--- src/rtl/clc_pkg.sv ---
package clc_pkg;

	localparam int NumBits   = 54;
	localparam int NumDigits = 17;
	localparam int BcdW      = 4 * NumDigits;
	localparam int DataInW   = 56;
	localparam int DataOutW  = 8;
	localparam int CntW      = 6;

	typedef enum logic [1:0] {
		KIND_INVALID,
		KIND_MC,
		KIND_AMEX,
		KIND_VISA
	} kind_t;

	typedef enum logic [2:0] {
		ST_IDLE,
		ST_CONV,
		ST_CLASS,
		ST_SUM,
		ST_DONE
	} state_t;

	typedef struct packed {
		logic load;
		logic conv_step;
		logic dig_shift;
	} dp_ctrl_t;

	// Luhn doubling: 2*d, with the two digits of the product summed
	function automatic logic [3:0] dbl_digit(input logic [3:0] d);
		logic [4:0] t;
		t = {d, 1'b0};
		if (t >= 5'd10) begin
			t = t - 5'd9;
		end
		return t[3:0];
	endfunction

endpackage

--- src/rtl/clc_bcd_conv.sv ---
module clc_bcd_conv (
	input  logic                            clk,
	input  logic                            arst_n,
	input  clc_pkg::dp_ctrl_t               ctrl,
	input  logic [clc_pkg::NumBits-1:0]     number,
	output logic [3:0]                      digit,
	output clc_pkg::kind_t                  kind
);
	import clc_pkg::*;

	logic [NumBits-1:0] bin_q;
	logic [BcdW-1:0]    bcd_q;
	logic [BcdW-1:0]    adj;
	logic [3:0]         d16, d15, d14, d13, d12;
	logic               top_zero;

	// add-3 on every digit of 5 or more before the shift
	always_comb begin
		for (int i = 0; i < NumDigits; i++) begin
			adj[4*i +: 4] = (bcd_q[4*i +: 4] >= 4'd5) ? bcd_q[4*i +: 4] + 4'd3
			                                          : bcd_q[4*i +: 4];
		end
	end

	always_ff @(posedge clk or negedge arst_n) begin
		if (!arst_n) begin
			bcd_q <= '0;
			bin_q <= '0;
		end else if (ctrl.load) begin
			bcd_q <= '0;
			bin_q <= number;
		end else if (ctrl.conv_step) begin
			bcd_q <= {adj[BcdW-2:0], bin_q[NumBits-1]};
			bin_q <= {bin_q[NumBits-2:0], 1'b0};
		end else if (ctrl.dig_shift) begin
			bcd_q <= {4'd0, bcd_q[BcdW-1:4]};
		end
	end

	assign digit = bcd_q[3:0];

	assign d16 = bcd_q[4*16 +: 4];
	assign d15 = bcd_q[4*15 +: 4];
	assign d14 = bcd_q[4*14 +: 4];
	assign d13 = bcd_q[4*13 +: 4];
	assign d12 = bcd_q[4*12 +: 4];
	assign top_zero = (d16 == 4'd0) && (d15 == 4'd0) && (d14 == 4'd0) && (d13 == 4'd0);

	// decimal length and leading digits stand in for the range compares
	always_comb begin
		kind = KIND_INVALID;
		if (d16 == 4'd0 && d15 == 4'd5 && d14 >= 4'd1 && d14 <= 4'd5) begin
			kind = KIND_MC;
		end else if (d16 == 4'd0 && d15 == 4'd0 && d14 == 4'd3 &&
		             (d13 == 4'd4 || d13 == 4'd7)) begin
			kind = KIND_AMEX;
		end else if ((d16 == 4'd0 && d15 == 4'd4) || (top_zero && d12 == 4'd4)) begin
			kind = KIND_VISA;
		end
	end

	function automatic logic bcd_valid(input logic [BcdW-1:0] b);
		logic ok;
		ok = 1'b1;
		for (int i = 0; i < NumDigits; i++) begin
			if (b[4*i +: 4] > 4'd9) begin
				ok = 1'b0;
			end
		end
		return ok;
	endfunction

	a_bcd_digits: assert property (@(posedge clk) disable iff (!arst_n)
		bcd_valid(bcd_q))
		else $error("BCD digit out of range");

	a_bin_drained: assert property (@(posedge clk) disable iff (!arst_n)
		ctrl.dig_shift |-> bin_q == '0)
		else $error("digits read before conversion finished");

endmodule

--- src/rtl/clc_luhn_acc.sv ---
module clc_luhn_acc (
	input  logic       clk,
	input  logic       arst_n,
	input  logic       clr,
	input  logic       en,
	input  logic       odd_pos,
	input  logic [3:0] digit,
	output logic       ok
);
	import clc_pkg::*;

	logic [3:0] acc_q;
	logic [3:0] val;
	logic [4:0] sum;
	logic [4:0] sum_m;

	assign val   = odd_pos ? dbl_digit(digit) : digit;
	assign sum   = {1'b0, acc_q} + {1'b0, val};
	assign sum_m = (sum >= 5'd10) ? sum - 5'd10 : sum;

	// running digit sum kept modulo ten
	always_ff @(posedge clk or negedge arst_n) begin
		if (!arst_n) begin
			acc_q <= '0;
		end else if (clr) begin
			acc_q <= '0;
		end else if (en) begin
			acc_q <= sum_m[3:0];
		end
	end

	assign ok = (acc_q == 4'd0);

	a_acc_range: assert property (@(posedge clk) disable iff (!arst_n)
		acc_q <= 4'd9)
		else $error("Luhn accumulator out of range");

endmodule

--- src/rtl/card_number_luhn_classifier_top.sv ---
// Luhn mod-10 card number checker and classifier.
// Input: s_tvalid/s_tready/s_tdata carry one binary card number per transfer.
// Output: m_tvalid/m_tready/m_tdata carry one result per input: the card
// kind (0 invalid, 1 mastercard, 2 amex, 3 visa) and the Luhn pass flag.
// Kind is forced to invalid when the Luhn check fails.
// Each number is converted to 17 BCD digits by shift-and-add-3, one bit per
// cycle, classified in the ST_CLASS state, then its digits are fed one per
// cycle to a single mod-10 accumulator. The result is loaded into the output
// register from ST_DONE; s_tready is high only while the sequencer is idle,
// so a new number is taken only once the previous result has left the
// sequencer.
// The output register holds a result until taken; a new number is accepted
// while it waits, and a finished result stalls in the sequencer until the
// output register is free.
// Reset clears sequencer, converter, accumulator and m_tvalid, not the data.
module card_number_luhn_classifier_top (
	input  logic                            clk,
	input  logic                            arst_n,
	input  logic                            s_tvalid,
	output logic                            s_tready,
	input  logic [clc_pkg::DataInW-1:0]     s_tdata,  // [53:0] card_number
	output logic                            m_tvalid,
	input  logic                            m_tready,
	output logic [clc_pkg::DataOutW-1:0]    m_tdata   // [1:0] card_kind, [2] luhn_ok
);
	import clc_pkg::*;

	state_t          state_q, state_d;
	logic [CntW-1:0] cnt_q;
	logic            cnt_clr, cnt_inc;
	dp_ctrl_t        ctrl;
	logic [3:0]      digit;
	kind_t           kind_c;
	kind_t           kind_q;
	logic            luhn_ok;
	logic            acc_clr;
	logic            class_en;
	logic            out_load;
	logic            out_free;
	logic            m_tvalid_q;
	kind_t           kind_out_q;
	logic            ok_out_q;
	logic            accept;

	assign accept   = s_tvalid && s_tready;
	assign out_free = !m_tvalid_q || m_tready;

	always_comb begin
		state_d = state_q;
		unique case (state_q)
			ST_IDLE:  if (s_tvalid) state_d = ST_CONV;
			ST_CONV:  if (cnt_q == CntW'(NumBits - 1)) state_d = ST_CLASS;
			ST_CLASS: state_d = ST_SUM;
			ST_SUM:   if (cnt_q == CntW'(NumDigits - 1)) state_d = ST_DONE;
			ST_DONE:  if (out_free) state_d = ST_IDLE;
			default:  state_d = ST_IDLE;
		endcase
	end

	always_comb begin
		s_tready       = 1'b0;
		ctrl.load      = 1'b0;
		ctrl.conv_step = 1'b0;
		ctrl.dig_shift = 1'b0;
		cnt_clr        = 1'b0;
		cnt_inc        = 1'b0;
		acc_clr        = 1'b0;
		class_en       = 1'b0;
		out_load       = 1'b0;
		unique case (state_q)
			ST_IDLE: begin
				s_tready  = 1'b1;
				ctrl.load = s_tvalid;
				cnt_clr   = 1'b1;
				acc_clr   = 1'b1;
			end
			ST_CONV: begin
				ctrl.conv_step = 1'b1;
				cnt_inc        = 1'b1;
			end
			ST_CLASS: begin
				class_en = 1'b1;
				cnt_clr  = 1'b1;
			end
			ST_SUM: begin
				ctrl.dig_shift = 1'b1;
				cnt_inc        = 1'b1;
			end
			ST_DONE: begin
				out_load = out_free;
			end
			default: begin
			end
		endcase
	end

	always_ff @(posedge clk or negedge arst_n) begin
		if (!arst_n) begin
			state_q <= ST_IDLE;
			cnt_q   <= '0;
		end else begin
			state_q <= state_d;
			if (cnt_clr) begin
				cnt_q <= '0;
			end else if (cnt_inc) begin
				cnt_q <= cnt_q + 1'b1;
			end
		end
	end

	always_ff @(posedge clk) begin
		if (class_en) begin
			kind_q <= kind_c;
		end
	end

	clc_bcd_conv u_conv (
		.clk    (clk),
		.arst_n (arst_n),
		.ctrl   (ctrl),
		.number (s_tdata[NumBits-1:0]),
		.digit  (digit),
		.kind   (kind_c)
	);

	clc_luhn_acc u_acc (
		.clk     (clk),
		.arst_n  (arst_n),
		.clr     (acc_clr),
		.en      (ctrl.dig_shift),
		.odd_pos (cnt_q[0]),
		.digit   (digit),
		.ok      (luhn_ok)
	);

	always_ff @(posedge clk or negedge arst_n) begin
		if (!arst_n) begin
			m_tvalid_q <= 1'b0;
		end else if (out_load) begin
			m_tvalid_q <= 1'b1;
		end else if (m_tready) begin
			m_tvalid_q <= 1'b0;
		end
	end

	always_ff @(posedge clk) begin
		if (out_load) begin
			kind_out_q <= luhn_ok ? kind_q : KIND_INVALID;
			ok_out_q   <= luhn_ok;
		end
	end

	assign m_tvalid = m_tvalid_q;
	assign m_tdata  = {{(DataOutW - 3){1'b0}}, ok_out_q, kind_out_q};

	a_start: assert property (@(posedge clk) disable iff (!arst_n)
		accept |=> state_q == ST_CONV && cnt_q == '0)
		else $error("conversion did not start after input transfer");

	a_sum_end: assert property (@(posedge clk) disable iff (!arst_n)
		state_q == ST_SUM && cnt_q == CntW'(NumDigits - 1) |=> state_q == ST_DONE)
		else $error("digit sum did not end after last digit");

	a_fail_invalid: assert property (@(posedge clk) disable iff (!arst_n)
		m_tvalid && !m_tdata[2] |-> m_tdata[1:0] == KIND_INVALID)
		else $error("kind reported for a number failing Luhn");

	a_no_overwrite: assert property (@(posedge clk) disable iff (!arst_n)
		out_load |-> !m_tvalid_q || m_tready)
		else $error("pending result overwritten");

endmodule
--- config.mk ---
export PLATFORM = sky130hd
export DESIGN_NAME = card_number_luhn_classifier_top
export DESIGN_NICKNAME = d
export VERILOG_FILES = /design/src/rtl/clc_pkg.sv /design/src/rtl/clc_bcd_conv.sv /design/src/rtl/clc_luhn_acc.sv /design/src/rtl/card_number_luhn_classifier_top.sv
export SDC_FILE = /design/constraint.sdc
export NUM_CORES = 1
export LEC_CHECK = 0
export BUFFER_PORTS_ARGS = -buffer_cell sky130_fd_sc_hd__buf_2
export CAP_MARGIN = 40
export CELL_PAD_IN_SITES_DETAIL_PLACEMENT = 0
export CELL_PAD_IN_SITES_GLOBAL_PLACEMENT = 1
export CORE_ASPECT_RATIO = 1.1
export CORE_MARGIN = 3
export CORE_UTILIZATION = 44
export CTS_BUF_LIST = sky130_fd_sc_hd__clkbuf_4
export CTS_CLUSTER_SIZE = 40
export DETAILED_ROUTE_END_ITERATION = 6
export HOLD_SLACK_MARGIN = 0.05
export PLACE_DENSITY = 0.86
export SETUP_SLACK_MARGIN = 0.05
export SLEW_MARGIN = 20
export SYNTH_ARGS = -nofsm -noshare
export SYNTH_HDL_FRONTEND = slang
export SYNTH_HIERARCHICAL = 1
export SYNTH_SLANG_ARGS = --single-unit
--- constraint.sdc ---
create_clock -name clk -period 3.4 [get_ports clk]
set_clock_uncertainty 0.15 [all_clocks]
set_input_delay 0.68 -clock clk [delete_from_list [all_inputs] [get_ports clk]]
set_output_delay 0.68 -clock clk [all_outputs]
set_load 0.02 [all_outputs]
==> impl_metrics.toml <==
[final_layout]
final_nets = 1107
fin_cells = 1256
final_cell_mix = "dfrtp_1 (136), nand2_1 (112), o21ai_0 (93)"
syn2layout_area_growth_pct = 10.2
drive_above_1_share_pct = 15.0
design_area_mm2 = 0.00982
final_common_cell = "dfrtp_1"
fin_util_pct = 50.4

[clock_tree]
numCtsBuffers = 17
cts_sinks = 141
clk_latency_ns = 0.56
root_buffer = "clkbuf_4"
clockBufferDepth = 2
cts_tree = "yes"
path_clk_slew_ns = 0.16
htree_levels = 4

[worst_setup_path]
cp_data_arrival_time_ns = 3.72
critPathMaxStageDelay_ns = 0.47
worstPathRequired_ns = 3.73
setup.worst_path.end_class = "flop"
crit_buf_inv = 2
crit_slowest_cell = "fa_2"
cp_top_family = "compound AO/OA/AOI/OAI gates"
path_cells = "ha_4, nand2b_4, a21oi_4, xnor2_1, nand2_1, o21ai_2, fa_2, inv_1, ha_2, inv_2, a31o_1, a211o_1, a2111o_1, o311ai_2"
crit_fanout = 4
path_class = "reg2reg"
worst_setup_path_start_kind = "flop"

[power]
peakVddDrop_v = 0.000301
p_per_area_mw_per_mm2 = 909
p_leak_nw = 4.62

[detailed_routing]
drcViolationCount = 0
viasPerCell = 5.70
wl_per_cell_um = 15.5
drt_wl_total_um = 19500
dr.pass1.iters = 5
drt_iter0_drc = 387
ant_nets = 0
vias = 7161

[timing]
setup_violations = 0
relSlewSlack_pct = 55.5
worst_slew_pin_slew_ns = 0.666
fin_tns_setup_ns = 0
finalMaxSlewViolations = 0
period_share_pct = 99.8
finalCriticalPeriod_ns = 3.39
timing.hold.ws_ns = 0.151
rsz0062_at_grt = "yes"
timing_hold_violations_final = 0
clock.fmax_mhz = 295

[floorplanning]
ioPinCount = 70
fp-row-count = 53
die_w_um = 142
start_util_pct = 45.7
core_area_mm2 = 0.0195
die-area_mm2 = 0.0220
die_h_um = 155

[status]
run_status = "complete, no violations"

[grt]
grt_pass1_wl_um = 33200
first_global_vias = 6953
grt_max_degree = 120
grtUsageTotal_pct = 18.0
antenna_found_initial = 1
overflow = 0

[placement]
gp_congestion = 0.834
portBuffers = 62
placedCellCount = 1212
placed_area_mm2 = 0.00934
dp_hpwl_um = 12700

[synth]
synth_area_per_cell_um2 = 9.36
synth_edf_count = 5
postSynthCellCount = 952
ys_seq_elements = 141
synth-main-ff-cell = "dfrtp_1"
ys_seq_area_share_pct = 39.9
async_flop_share_pct = 96.5
yosysWarnings = 6
synth_cell_types = 60
netlist_area_mm2 = 0.00891

[min_path]
hp-class = "in2reg"

[job]
cap_violations = 0
power breakdown:
part	switching [W]	total, W	leakage, nW	internal [W]
clock	0.000781	0.00113	0.164	0.000354
sequential	0.000804	0.00319	1.79	0.00238
combinational	0.00234	0.00461	2.66	0.00227
final cells by class:
class / instances / area (um^2)
fillers: 1879 / 9670
diodes: 1 / 2.50
inverters: 48 / 180
clock buffers: 17 / 128
well taps: 247 / 309
flip-flops and latches: 141 / 3550
clock inverters: 15 / 195
multi-input cells: 695 / 4860
repair buffers: 92 / 594
routing by layer:
layer / vias to the layer above / GRT usage, % / share of wire, %
met5: - / 0 / 0
met4: 0 / 4.98 / 0.98
met3: 14 / 3.75 / 3.5
met2: 135 / 29.9 / 50
met1: 3450 / 23.9 / 46
li1: 3562 / - / -
flip-flops by register name, summed over array words and instances, names as in the netlist:
signal        flops
u_conv/bin_q     54
state_q           3
u_acc/acc_q       4
u_conv/bcd_q     68
ok_out_q          1
kind_out_q        2
m_tvalid          1
cnt_q             6
kind_q            2
final timing paths:
| check | to | depth (start not counted) | slack, ns | startpoint |
|---|---|---|---|---|
| min in group asynchronous | u_conv/bin_q[22] | 2 | 0.40 | arst_n |
| hold / removal | u_conv/bin_q[26] | 3 | 0.15 | s_tdata[26] |
| max in group asynchronous | cnt_q[3] | 3 | 1.93 | arst_n |
| hold reg to reg | u_conv/bin_q[0] | 1 | 0.37 | u_conv/bin_q[0] |
| setup reg to reg | u_acc/acc_q[2] | 14 | 0.008 | u_conv/bcd_q[0] |
| setup / recovery | u_acc/acc_q[2] | 14 | 0.008 | u_conv/bcd_q[0] |
repair_timing:
action,in CTS,in global routing
pin swaps,3,11
resized for setup,5,12
endpoints found under the setup margin,1,2
setup buffers,5,5
hold buffers,1,0
endpoints found under the hold margin,31,0
worst min-delay path, delay by kind of cell:
kind                   cells  cell delay, ns
and+or+nand+nor            1            0.04
buffers and inverters      1            0.07
AOI/OAI and AO/OA          1            0.06
synth_stat cells, types with 5 or more instances:
master,number,area share [%]
a211o_1,17,1.7
nor4_1,16,1.1
nand3_1,6,0.34
buf_4,21,1.8
o211ai_1,18,1.5
nor2_1,30,1.3
and3_1,13,0.91
o21ai_1,11,0.62
dfrtp_1,136,38
buf_2,30,1.7
o21ai_0,94,5.3
a221o_1,9,1.0
edfxtp_1,5,1.7
a21oi_1,56,3.1
buf_6,5,0.63
xnor2_1,5,0.49
or4b_1,16,1.8
nand4_1,25,1.8
mux2i_1,76,8.5
ha_1,51,7.2
nand2b_1,22,1.5
nand2_1,112,4.7
a211oi_1,32,2.7
clkbuf_1,15,0.63
nor4b_1,10,0.98
nor3_1,7,0.39
nor3b_1,17,1.4
and2_1,5,0.35
inv_1,47,2.0
logic make-up (layout without fill, tap and decap cells):
| family | count (synthesis) | after routing | synth area share (%) |
|---|---|---|---|
| AOI/OAI and AO/OA | 264 | 264 | 18.7 |
| xor gates and xnor gates | 5 | 5 | 0.491 |
| adders and majority gates | 52 | 52 | 7.39 |
| buffers and inverters | 120 | 172 | 6.80 |
| DFF | 141 | 141 | 39.9 |
| muxes | 80 | 80 | 9.04 |
| other | 1 | 6 | 0.0421 |
| and+or+nand+nor | 289 | 289 | 17.7 |
per-stage QoR:
step / setup slack [ns] / total power (W)
2_1_floorplan: 0.0579 / 0.00654
3_3_place_gp: 0.0269 / 0.00736
3_5_place_dp: -0.0351 / 0.00749
4_1_cts: 0.0620 / 0.00877
5_1_grt: -0.133 / 0.00980
6_report: 0.00768 / 0.00893
Power figures use the tool's default switching activity.
